--- config.mk ---
export PLATFORM = sky130hd
export DESIGN_NAME = midi_note_cc_parser
export DESIGN_NICKNAME = d
export VERILOG_FILES = /design/src/mncp_pkg.sv /design/src/mncp_parser.sv /design/src/midi_note_cc_parser.sv
export SDC_FILE = /design/constraint.sdc
export NUM_CORES = 1
export LEC_CHECK = 0
export BUFFER_PORTS_ARGS = -buffer_cell sky130_fd_sc_hd__buf_2
export CAP_MARGIN = 30
export CORE_MARGIN = 4
export CORE_UTILIZATION = 52
export CTS_CLUSTER_DIAMETER = 200
export DETAILED_ROUTE_END_ITERATION = 16
export GPL_ROUTABILITY_DRIVEN = 0
export GPL_TIMING_DRIVEN = 0
export PLACE_DENSITY = 0.75
export SLEW_MARGIN = 20
export SYNTH_ARGS = -nofsm -noshare
export SYNTH_HDL_FRONTEND = slang
export SYNTH_SLANG_ARGS = --single-unit
--- constraint.sdc ---
create_clock -name aclk -period 2.8 [get_ports aclk]
set_input_delay 0 -clock aclk [delete_from_list [all_inputs] [get_ports aclk]]
set_output_delay 0 -clock aclk [all_outputs]
set_load 0.05 [all_outputs]
--- src/mncp_pkg.sv ---
// Shared types and codes for the MIDI note and control-change parser.
// No dependencies; imported by mncp_parser, midi_note_cc_parser and the testbench.

package mncp_pkg;

    // Parse position within a three-byte message.
    typedef enum logic [2:0] {
        PH_WAIT_STATUS = 3'd0,
        PH_NOTE_D1     = 3'd1,
        PH_NOTE_D2     = 3'd2,
        PH_CC_D1       = 3'd3,
        PH_CC_D2       = 3'd4
    } phase_t;

    // Kind of the last completed message, used for running status.
    typedef enum logic [1:0] {
        LK_NONE = 2'd0,
        LK_NOTE = 2'd1,
        LK_CC   = 2'd2
    } last_kind_t;

    // Result kind codes.
    localparam logic [1:0] KIND_NOTE_OFF = 2'd0;
    localparam logic [1:0] KIND_NOTE_ON  = 2'd1;
    localparam logic [1:0] KIND_CC       = 2'd2;

    // Upper nibbles of the status bytes that start a message.
    localparam logic [3:0] HI_NOTE_OFF = 4'h8;
    localparam logic [3:0] HI_NOTE_ON  = 4'h9;
    localparam logic [3:0] HI_CC       = 4'hB;

    localparam int unsigned RESULT_BITS = 30;
    localparam int unsigned TDATA_BITS  = 32;

    // One completed message.
    typedef struct packed {
        logic [7:0] second_data;
        logic [7:0] first_data;
        logic [7:0] status_byte;
        logic [3:0] msg_channel;
        logic [1:0] msg_kind;
    } msg_t;

    // Parser result for one processed byte.
    typedef struct packed {
        logic emit;
        msg_t msg;
    } parse_out_t;

endpackage

--- src/mncp_parser.sv ---
// Parse state machine: one MIDI byte per enabled cycle, running status.
// Depends on mncp_pkg.

module mncp_parser (
    input  logic                aclk,
    input  logic                aresetn,
    input  logic                en,
    input  logic [7:0]          in_byte,
    output mncp_pkg::parse_out_t result
);
    import mncp_pkg::*;

    phase_t     phase_reg, phase_next;
    last_kind_t last_kind_reg, last_kind_next;
    phase_t     eff_phase;

    // Kept headers; channel and note-on flag come from the status byte.
    logic [7:0] note_status_reg, note_status_next;
    logic [7:0] note_number_reg, note_number_next;
    logic [7:0] cc_status_reg, cc_status_next;
    logic [7:0] cc_number_reg, cc_number_next;

    logic [3:0] hi;
    assign hi = in_byte[7:4];

    // A data byte while waiting for status restarts the last kind.
    always_comb begin
        unique case (phase_reg)
            PH_NOTE_D1, PH_NOTE_D2, PH_CC_D1, PH_CC_D2: eff_phase = phase_reg;
            default: begin
                eff_phase = PH_WAIT_STATUS;
                if (!in_byte[7]) begin
                    if (last_kind_reg == LK_NOTE) begin
                        eff_phase = PH_NOTE_D1;
                    end else if (last_kind_reg == LK_CC) begin
                        eff_phase = PH_CC_D1;
                    end
                end
            end
        endcase
    end

    // Next state.
    always_comb begin
        phase_next     = PH_WAIT_STATUS;
        last_kind_next = last_kind_reg;
        unique case (eff_phase)
            PH_NOTE_D1: phase_next = PH_NOTE_D2;
            PH_NOTE_D2: last_kind_next = LK_NOTE;
            PH_CC_D1:   phase_next = PH_CC_D2;
            PH_CC_D2:   last_kind_next = LK_CC;
            default: begin
                if (hi == HI_NOTE_ON || hi == HI_NOTE_OFF) begin
                    phase_next = PH_NOTE_D1;
                end else if (hi == HI_CC) begin
                    phase_next = PH_CC_D1;
                end
            end
        endcase
    end

    // Outputs and header updates.
    always_comb begin
        note_status_next = note_status_reg;
        note_number_next = note_number_reg;
        cc_status_next   = cc_status_reg;
        cc_number_next   = cc_number_reg;
        result.emit      = 1'b0;
        result.msg.msg_kind    = note_status_reg[4] ? KIND_NOTE_ON : KIND_NOTE_OFF;
        result.msg.msg_channel = note_status_reg[3:0];
        result.msg.status_byte = note_status_reg;
        result.msg.first_data  = note_number_reg;
        result.msg.second_data = in_byte;
        unique case (eff_phase)
            PH_NOTE_D1: note_number_next = in_byte;
            PH_NOTE_D2: result.emit = 1'b1;
            PH_CC_D1:   cc_number_next = in_byte;
            PH_CC_D2: begin
                result.emit            = 1'b1;
                result.msg.msg_kind    = KIND_CC;
                result.msg.msg_channel = cc_status_reg[3:0];
                result.msg.status_byte = cc_status_reg;
                result.msg.first_data  = cc_number_reg;
            end
            default: begin
                if (hi == HI_NOTE_ON || hi == HI_NOTE_OFF) begin
                    note_status_next = in_byte;
                end else if (hi == HI_CC) begin
                    cc_status_next = in_byte;
                end
            end
        endcase
    end

    always_ff @(posedge aclk) begin
        if (!aresetn) begin
            phase_reg       <= PH_WAIT_STATUS;
            last_kind_reg   <= LK_NONE;
            note_status_reg <= '0;
            note_number_reg <= '0;
            cc_status_reg   <= '0;
            cc_number_reg   <= '0;
        end else if (en) begin
            phase_reg       <= phase_next;
            last_kind_reg   <= last_kind_next;
            note_status_reg <= note_status_next;
            note_number_reg <= note_number_next;
            cc_status_reg   <= cc_status_next;
            cc_number_reg   <= cc_number_next;
        end
    end

endmodule

--- src/midi_note_cc_parser.sv ---
// Top level of the MIDI note-on, note-off and control-change parser.
// Depends on mncp_pkg and mncp_parser.
//
// Channel   Dir  Bits  Contents (lowest bit first)
// s_        in   8     in_byte
// m_        out  32    msg_kind, msg_channel, status_byte, first_data, second_data, pad
//
// Each byte passes from the input transfer into the input register, then the
// parse logic writes the result to the output register. One byte can be taken
// every cycle while the skid register is free; the parse state update sets the rate.
// Reset (aresetn low at a clock edge) clears the parse state and both queues.
// The output has a main register and a skid register, so a stalled result
// holds off input only once both are occupied.

module midi_note_cc_parser (
    input  logic        aclk,
    input  logic        aresetn,
    input  logic        s_tvalid,
    output logic        s_tready,
    input  logic [7:0]  s_tdata,   // [7:0] in_byte
    output logic        m_tvalid,
    input  logic        m_tready,
    output logic [31:0] m_tdata    // [1:0] msg_kind, [5:2] msg_channel,
                                   // [13:6] status_byte, [21:14] first_data,
                                   // [29:22] second_data, [31:30] zero
);
    import mncp_pkg::*;

    // Input register.
    logic       in_valid_reg;
    logic [7:0] in_byte_reg;

    // Output queue: main register drives the port, skid catches overflow.
    logic       main_valid_reg;
    msg_t       main_reg;
    logic       skid_valid_reg;
    msg_t       skid_reg;

    parse_out_t parsed;
    logic       proc;
    logic       push;
    logic       pop;
    logic       in_take;

    // The input byte is parsed whenever the skid register is free, so a
    // possible result always has a place to go.
    assign proc    = in_valid_reg && !skid_valid_reg;
    assign push    = proc && parsed.emit;
    assign pop     = main_valid_reg && m_tready;
    assign s_tready = !in_valid_reg || proc;
    assign in_take = s_tvalid && s_tready;

    mncp_parser u_parser (
        .aclk    (aclk),
        .aresetn (aresetn),
        .en      (proc),
        .in_byte (in_byte_reg),
        .result  (parsed)
    );

    always_ff @(posedge aclk) begin
        if (!aresetn) begin
            in_valid_reg <= 1'b0;
        end else if (s_tready) begin
            in_valid_reg <= s_tvalid;
        end
    end

    always_ff @(posedge aclk) begin
        if (in_take) begin
            in_byte_reg <= s_tdata;
        end
    end

    // Output queue control.
    always_ff @(posedge aclk) begin
        if (!aresetn) begin
            main_valid_reg <= 1'b0;
            skid_valid_reg <= 1'b0;
        end else if (!main_valid_reg || pop) begin
            main_valid_reg <= skid_valid_reg || push;
            skid_valid_reg <= skid_valid_reg && push;
        end else if (push) begin
            skid_valid_reg <= 1'b1;
        end
    end

    // Output queue data.
    always_ff @(posedge aclk) begin
        if (!main_valid_reg || pop) begin
            if (skid_valid_reg) begin
                main_reg <= skid_reg;
                if (push) begin
                    skid_reg <= parsed.msg;
                end
            end else if (push) begin
                main_reg <= parsed.msg;
            end
        end else if (push) begin
            skid_reg <= parsed.msg;
        end
    end

    assign m_tvalid = main_valid_reg;
    assign m_tdata  = {{(TDATA_BITS - RESULT_BITS){1'b0}}, main_reg};

`ifndef ASSERT_OFF
    // The skid register only fills behind a waiting main register.
    assert property (@(posedge aclk) disable iff (!aresetn)
        skid_valid_reg |-> main_valid_reg)
        else $error("skid register occupied while main register empty");

    // A control-change result carries a 0xBn status byte.
    assert property (@(posedge aclk) disable iff (!aresetn)
        (m_tvalid && m_tdata[1:0] == KIND_CC) |-> (m_tdata[13:10] == HI_CC))
        else $error("control-change result with wrong status byte");

    // A note result kind matches its status byte.
    assert property (@(posedge aclk) disable iff (!aresetn)
        (m_tvalid && m_tdata[1:0] != KIND_CC) |->
            (m_tdata[13:11] == 3'b100 && m_tdata[1:0] == {1'b0, m_tdata[10]}))
        else $error("note result kind disagrees with status byte");

    // A result appears only after a parsed byte produced a message.
    assert property (@(posedge aclk) disable iff (!aresetn)
        ($rose(m_tvalid)) |-> $past(push))
        else $error("result appeared without a parsed message");
`endif

endmodule

==> flow_metrics.env <==
export IMPL_crit_start="u_parser.phase_reg[1]"
export IMPL_stdcell_count=466
export IMPL_final_nets=375
export IMPL_synth_top_area_cell="edfxtp_1"
export IMPL_cp_arrival_ns=2.66
export IMPL_synth_ff_type="edfxtp_1"
export IMPL_die_area_mm2=0.00920
export IMPL_holdWs_ns=0.0411
export IMPL_core_area_mm2=0.00737
export IMPL_wl_per_cell_um=15.4
export IMPL_crit_end="m_tdata[15]"
export IMPL_synth_seq_cells=100
export IMPL_hold_class="in -> reg"
export IMPL_setup_viol=0
export IMPL_rsz0062_at_grt="false"
export IMPL_cts_num_sinks=100
export IMPL_maxSlewHeadroom_pct=48.6
export IMPL_start_util_pct=54.5
export IMPL_syn_area_mm2=0.00402
export IMPL_cts_made_buffers=9
export IMPL_cp_max_fo=10
export IMPL_nFillCells=569
export IMPL_cellPowerDensity_mw_per_mm2=537
export IMPL_syn_area_per_cell_um2=13.5
export IMPL_synth_cell_types=42
export IMPL_end_kind="flop"
export IMPL_dp_hpwl_mm=4.96
export IMPL_design_area_mm2=0.00467
export IMPL_grt_pass1_vias=2434
export IMPL_htree_levels=3
export IMPL_grt_max_degree=27
export IMPL_io_pins=46
export IMPL_cp_start_kind="flop"
export IMPL_viasPerCell=5.19
export IMPL_slew_viol_final=0
export IMPL_synthArstFlopShare_pct=0
export IMPL_period_needed_ns=2.54
export IMPL_reg2reg_to="m_tdata[15]"
export IMPL_synth_top_area_share_pct=44.8
export IMPL_syn_to_final_growth_pct=16.3
export IMPL_multi_input_area_mm2=0.00129
export IMPL_tns_ns=0
export IMPL_drc_errors=0
export IMPL_dp_cells=441
export IMPL_routed_wl_mm=7.18
export IMPL_root_buffer="clkbuf_8"
export IMPL_worstSetupPathType="reg -> reg"
export IMPL_leakage_nw=1.86
export IMPL_drv_cap=0
export IMPL_syn_inst=298
export IMPL_status="finished, final reports clean"
export IMPL_r2r_start="u_parser.phase_reg[1]"
export IMPL_vias=2420
export IMPL_finalClockSkew_ns=0.00717
export IMPL_yosys_warnings=0
export IMPL_overflow=0
export IMPL_synth_edff_count=60
export IMPL_ir_drop_mv=0.401
export IMPL_cts_buffer_depth=2
export IMPL_crit_required_ns=2.93
export IMPL_ys_seq_area_share_pct=64.8
export IMPL_rr_worst_depth=8
export IMPL_antenna_found_initial=0
export IMPL_fin_crit_sh_pct=90.6
export IMPL_die_width_um=95.9
export IMPL_first_iter_violations=81
export IMPL_clock_fmax_mhz=394
export IMPL_layout_drive_gt1_share_pct=31.1
export IMPL_clk_latency_ns=0.37
export IMPL_whs_path_depth=3
export IMPL_ant_nets=0
export IMPL_rows=31
export IMPL_diodes=0
export IMPL_fp_dieH_um=95.9
export IMPL_place_area_mm2=0.00440
export IMPL_cts_tree="yes"
export IMPL_clk_pin_slew_ns=0.09
export IMPL_seqCellArea_mm2=0.00260
export IMPL_finalHoldViolCount=0
export IMPL_grt_pass1_wl_mm=11.8
export IMPL_grtUsageTotal_pct=17.4
export IMPL_synth_top_cells_by_area="edfxtp_1 (45%), dfxtp_1 (20%), mux2_2 (10%), mux2i_1 (6.2%), nand2_1 (4.1%)"
export IMPL_firstDrtPassIters=5
export IMPL_post_cts_setup_buffers=0
export IMPL_io_buffers=42
export IMPL_tightest_slew_ns=0.769
export IMPL_r2r_setup_slack_ns=0.26
report_power, final:
| group | total (mW) | switching (mW) | internal, mW | leakage [nW] |
|---|---|---|---|---|
| sequential | 1.57 | 0.0113 | 1.56 | 0.901 |
| combinational | 0.0895 | 0.0510 | 0.0386 | 0.875 |
| clock | 0.846 | 0.511 | 0.335 | 0.0840 |
per-stage QoR:
step	util [%]	power [mW]	setup WS, ns
floorplan	-	1.66	0.0817
global placement	59.1	1.68	-0.570
detailed placement	59.7	1.69	0.272
CTS	63.4	2.53	0.239
global route	63.4	2.61	0.154
finish	63.4	2.51	0.264
kinds of logic after synthesis:
family / Yosys count / share of synthesized area, %
DFF: 100 / 64.8
and+or+nand+nor: 78 / 9.96
xor gates and xnor gates: 1 / 0.218
muxes: 62 / 16.6
buffers and inverters: 30 / 3.61
adders and majority gates: 1 / 0.311
other: 1 / 0.0933
AOI/OAI and AO/OA: 25 / 4.45
placed cells by master, fill, tap and decap left out, types with 2 or more instances in the layout:
cell           count
inv_1              6
a21oi_1            5
buf_4              8
nor2_1             2
or4_1              2
nor2b_4            2
nand2_1           44
nor3b_1            4
nand2b_1           2
conb_1             2
nor3_1             2
clkinvlp_4         3
clkbuf_1          12
mux2_2            37
dfxtp_1           40
clkbuf_8           9
mux2i_1           25
edfxtp_1          60
and2_1             5
o21ai_0            5
dlygate4sd3_1      9
nor2b_1            6
clkinv_4           2
o21a_1             4
buf_2             44
and3_1             3
critical path: stages (launching register included):
cell      delay [ns]
dfxtp_1         0.31
buf_4           0.16
nor2_2          0.11
nand2_2         0.12
inv_2           0.07
clkbuf_1        0.48
buf_2           0.37
mux2_2          0.40
mux2_2          0.27
repair_timing:
action,CTS,global route
resized for setup,0,0
hold endpoints to repair,9,0
hold buffers,9,0
how the worst min path moves through the flow:
stage,from,endpoint,slack [ns]
2_1_floorplan,s_tdata[0],in_byte_reg[0],0.1
3_3_place_gp,s_tdata[5],in_byte_reg[5],0.18
3_5_place_dp,s_tdata[5],in_byte_reg[5],0.18
4_1_cts,m_tready,skid_valid_reg,0.02
6_report,m_tready,skid_valid_reg,0.04
5_1_grt,m_tready,skid_valid_reg,0.08
per-layer routing:
metal | vias up | GRT usage, % | wire [um]
li1 | 1190 | - | -
met1 | 1164 | 22.4 | 3340
met2 | 55 | 28.3 | 3410
met3 | 11 | 4.85 | 352
met4 | 0 | 6.04 | 83
met5 | - | 0 | 0
synth_stat cells (all sizes together), types with 2 or more instances:
cell type,number
a21boi,2
a21oi,5
and2,5
and3,3
buf,11
clkbuf,12
dfxtp,40
edfxtp,60
inv,7
mux2,37
mux2i,25
nand2,45
nand2b,2
nor2,3
nor2b,8
nor3,2
nor3b,4
o21a,4
o21ai,5
or4,2
layout make-up:
| cell class | count | share of cell area, % |
|---|---|---|
| Sequential cell | 100 | 55.7 |
| Inverter | 7 | 0.562 |
| Multi-Input combinational cell | 169 | 27.6 |
| Timing Repair Buffer | 52 | 7.01 |
| Tap cell | 99 | 2.65 |
| Buffer | 23 | 2.54 |
| Clock inverter | 7 | 1.29 |
| Clock buffer | 9 | 2.65 |
Note: power is estimated with default switching activity, not from simulation.
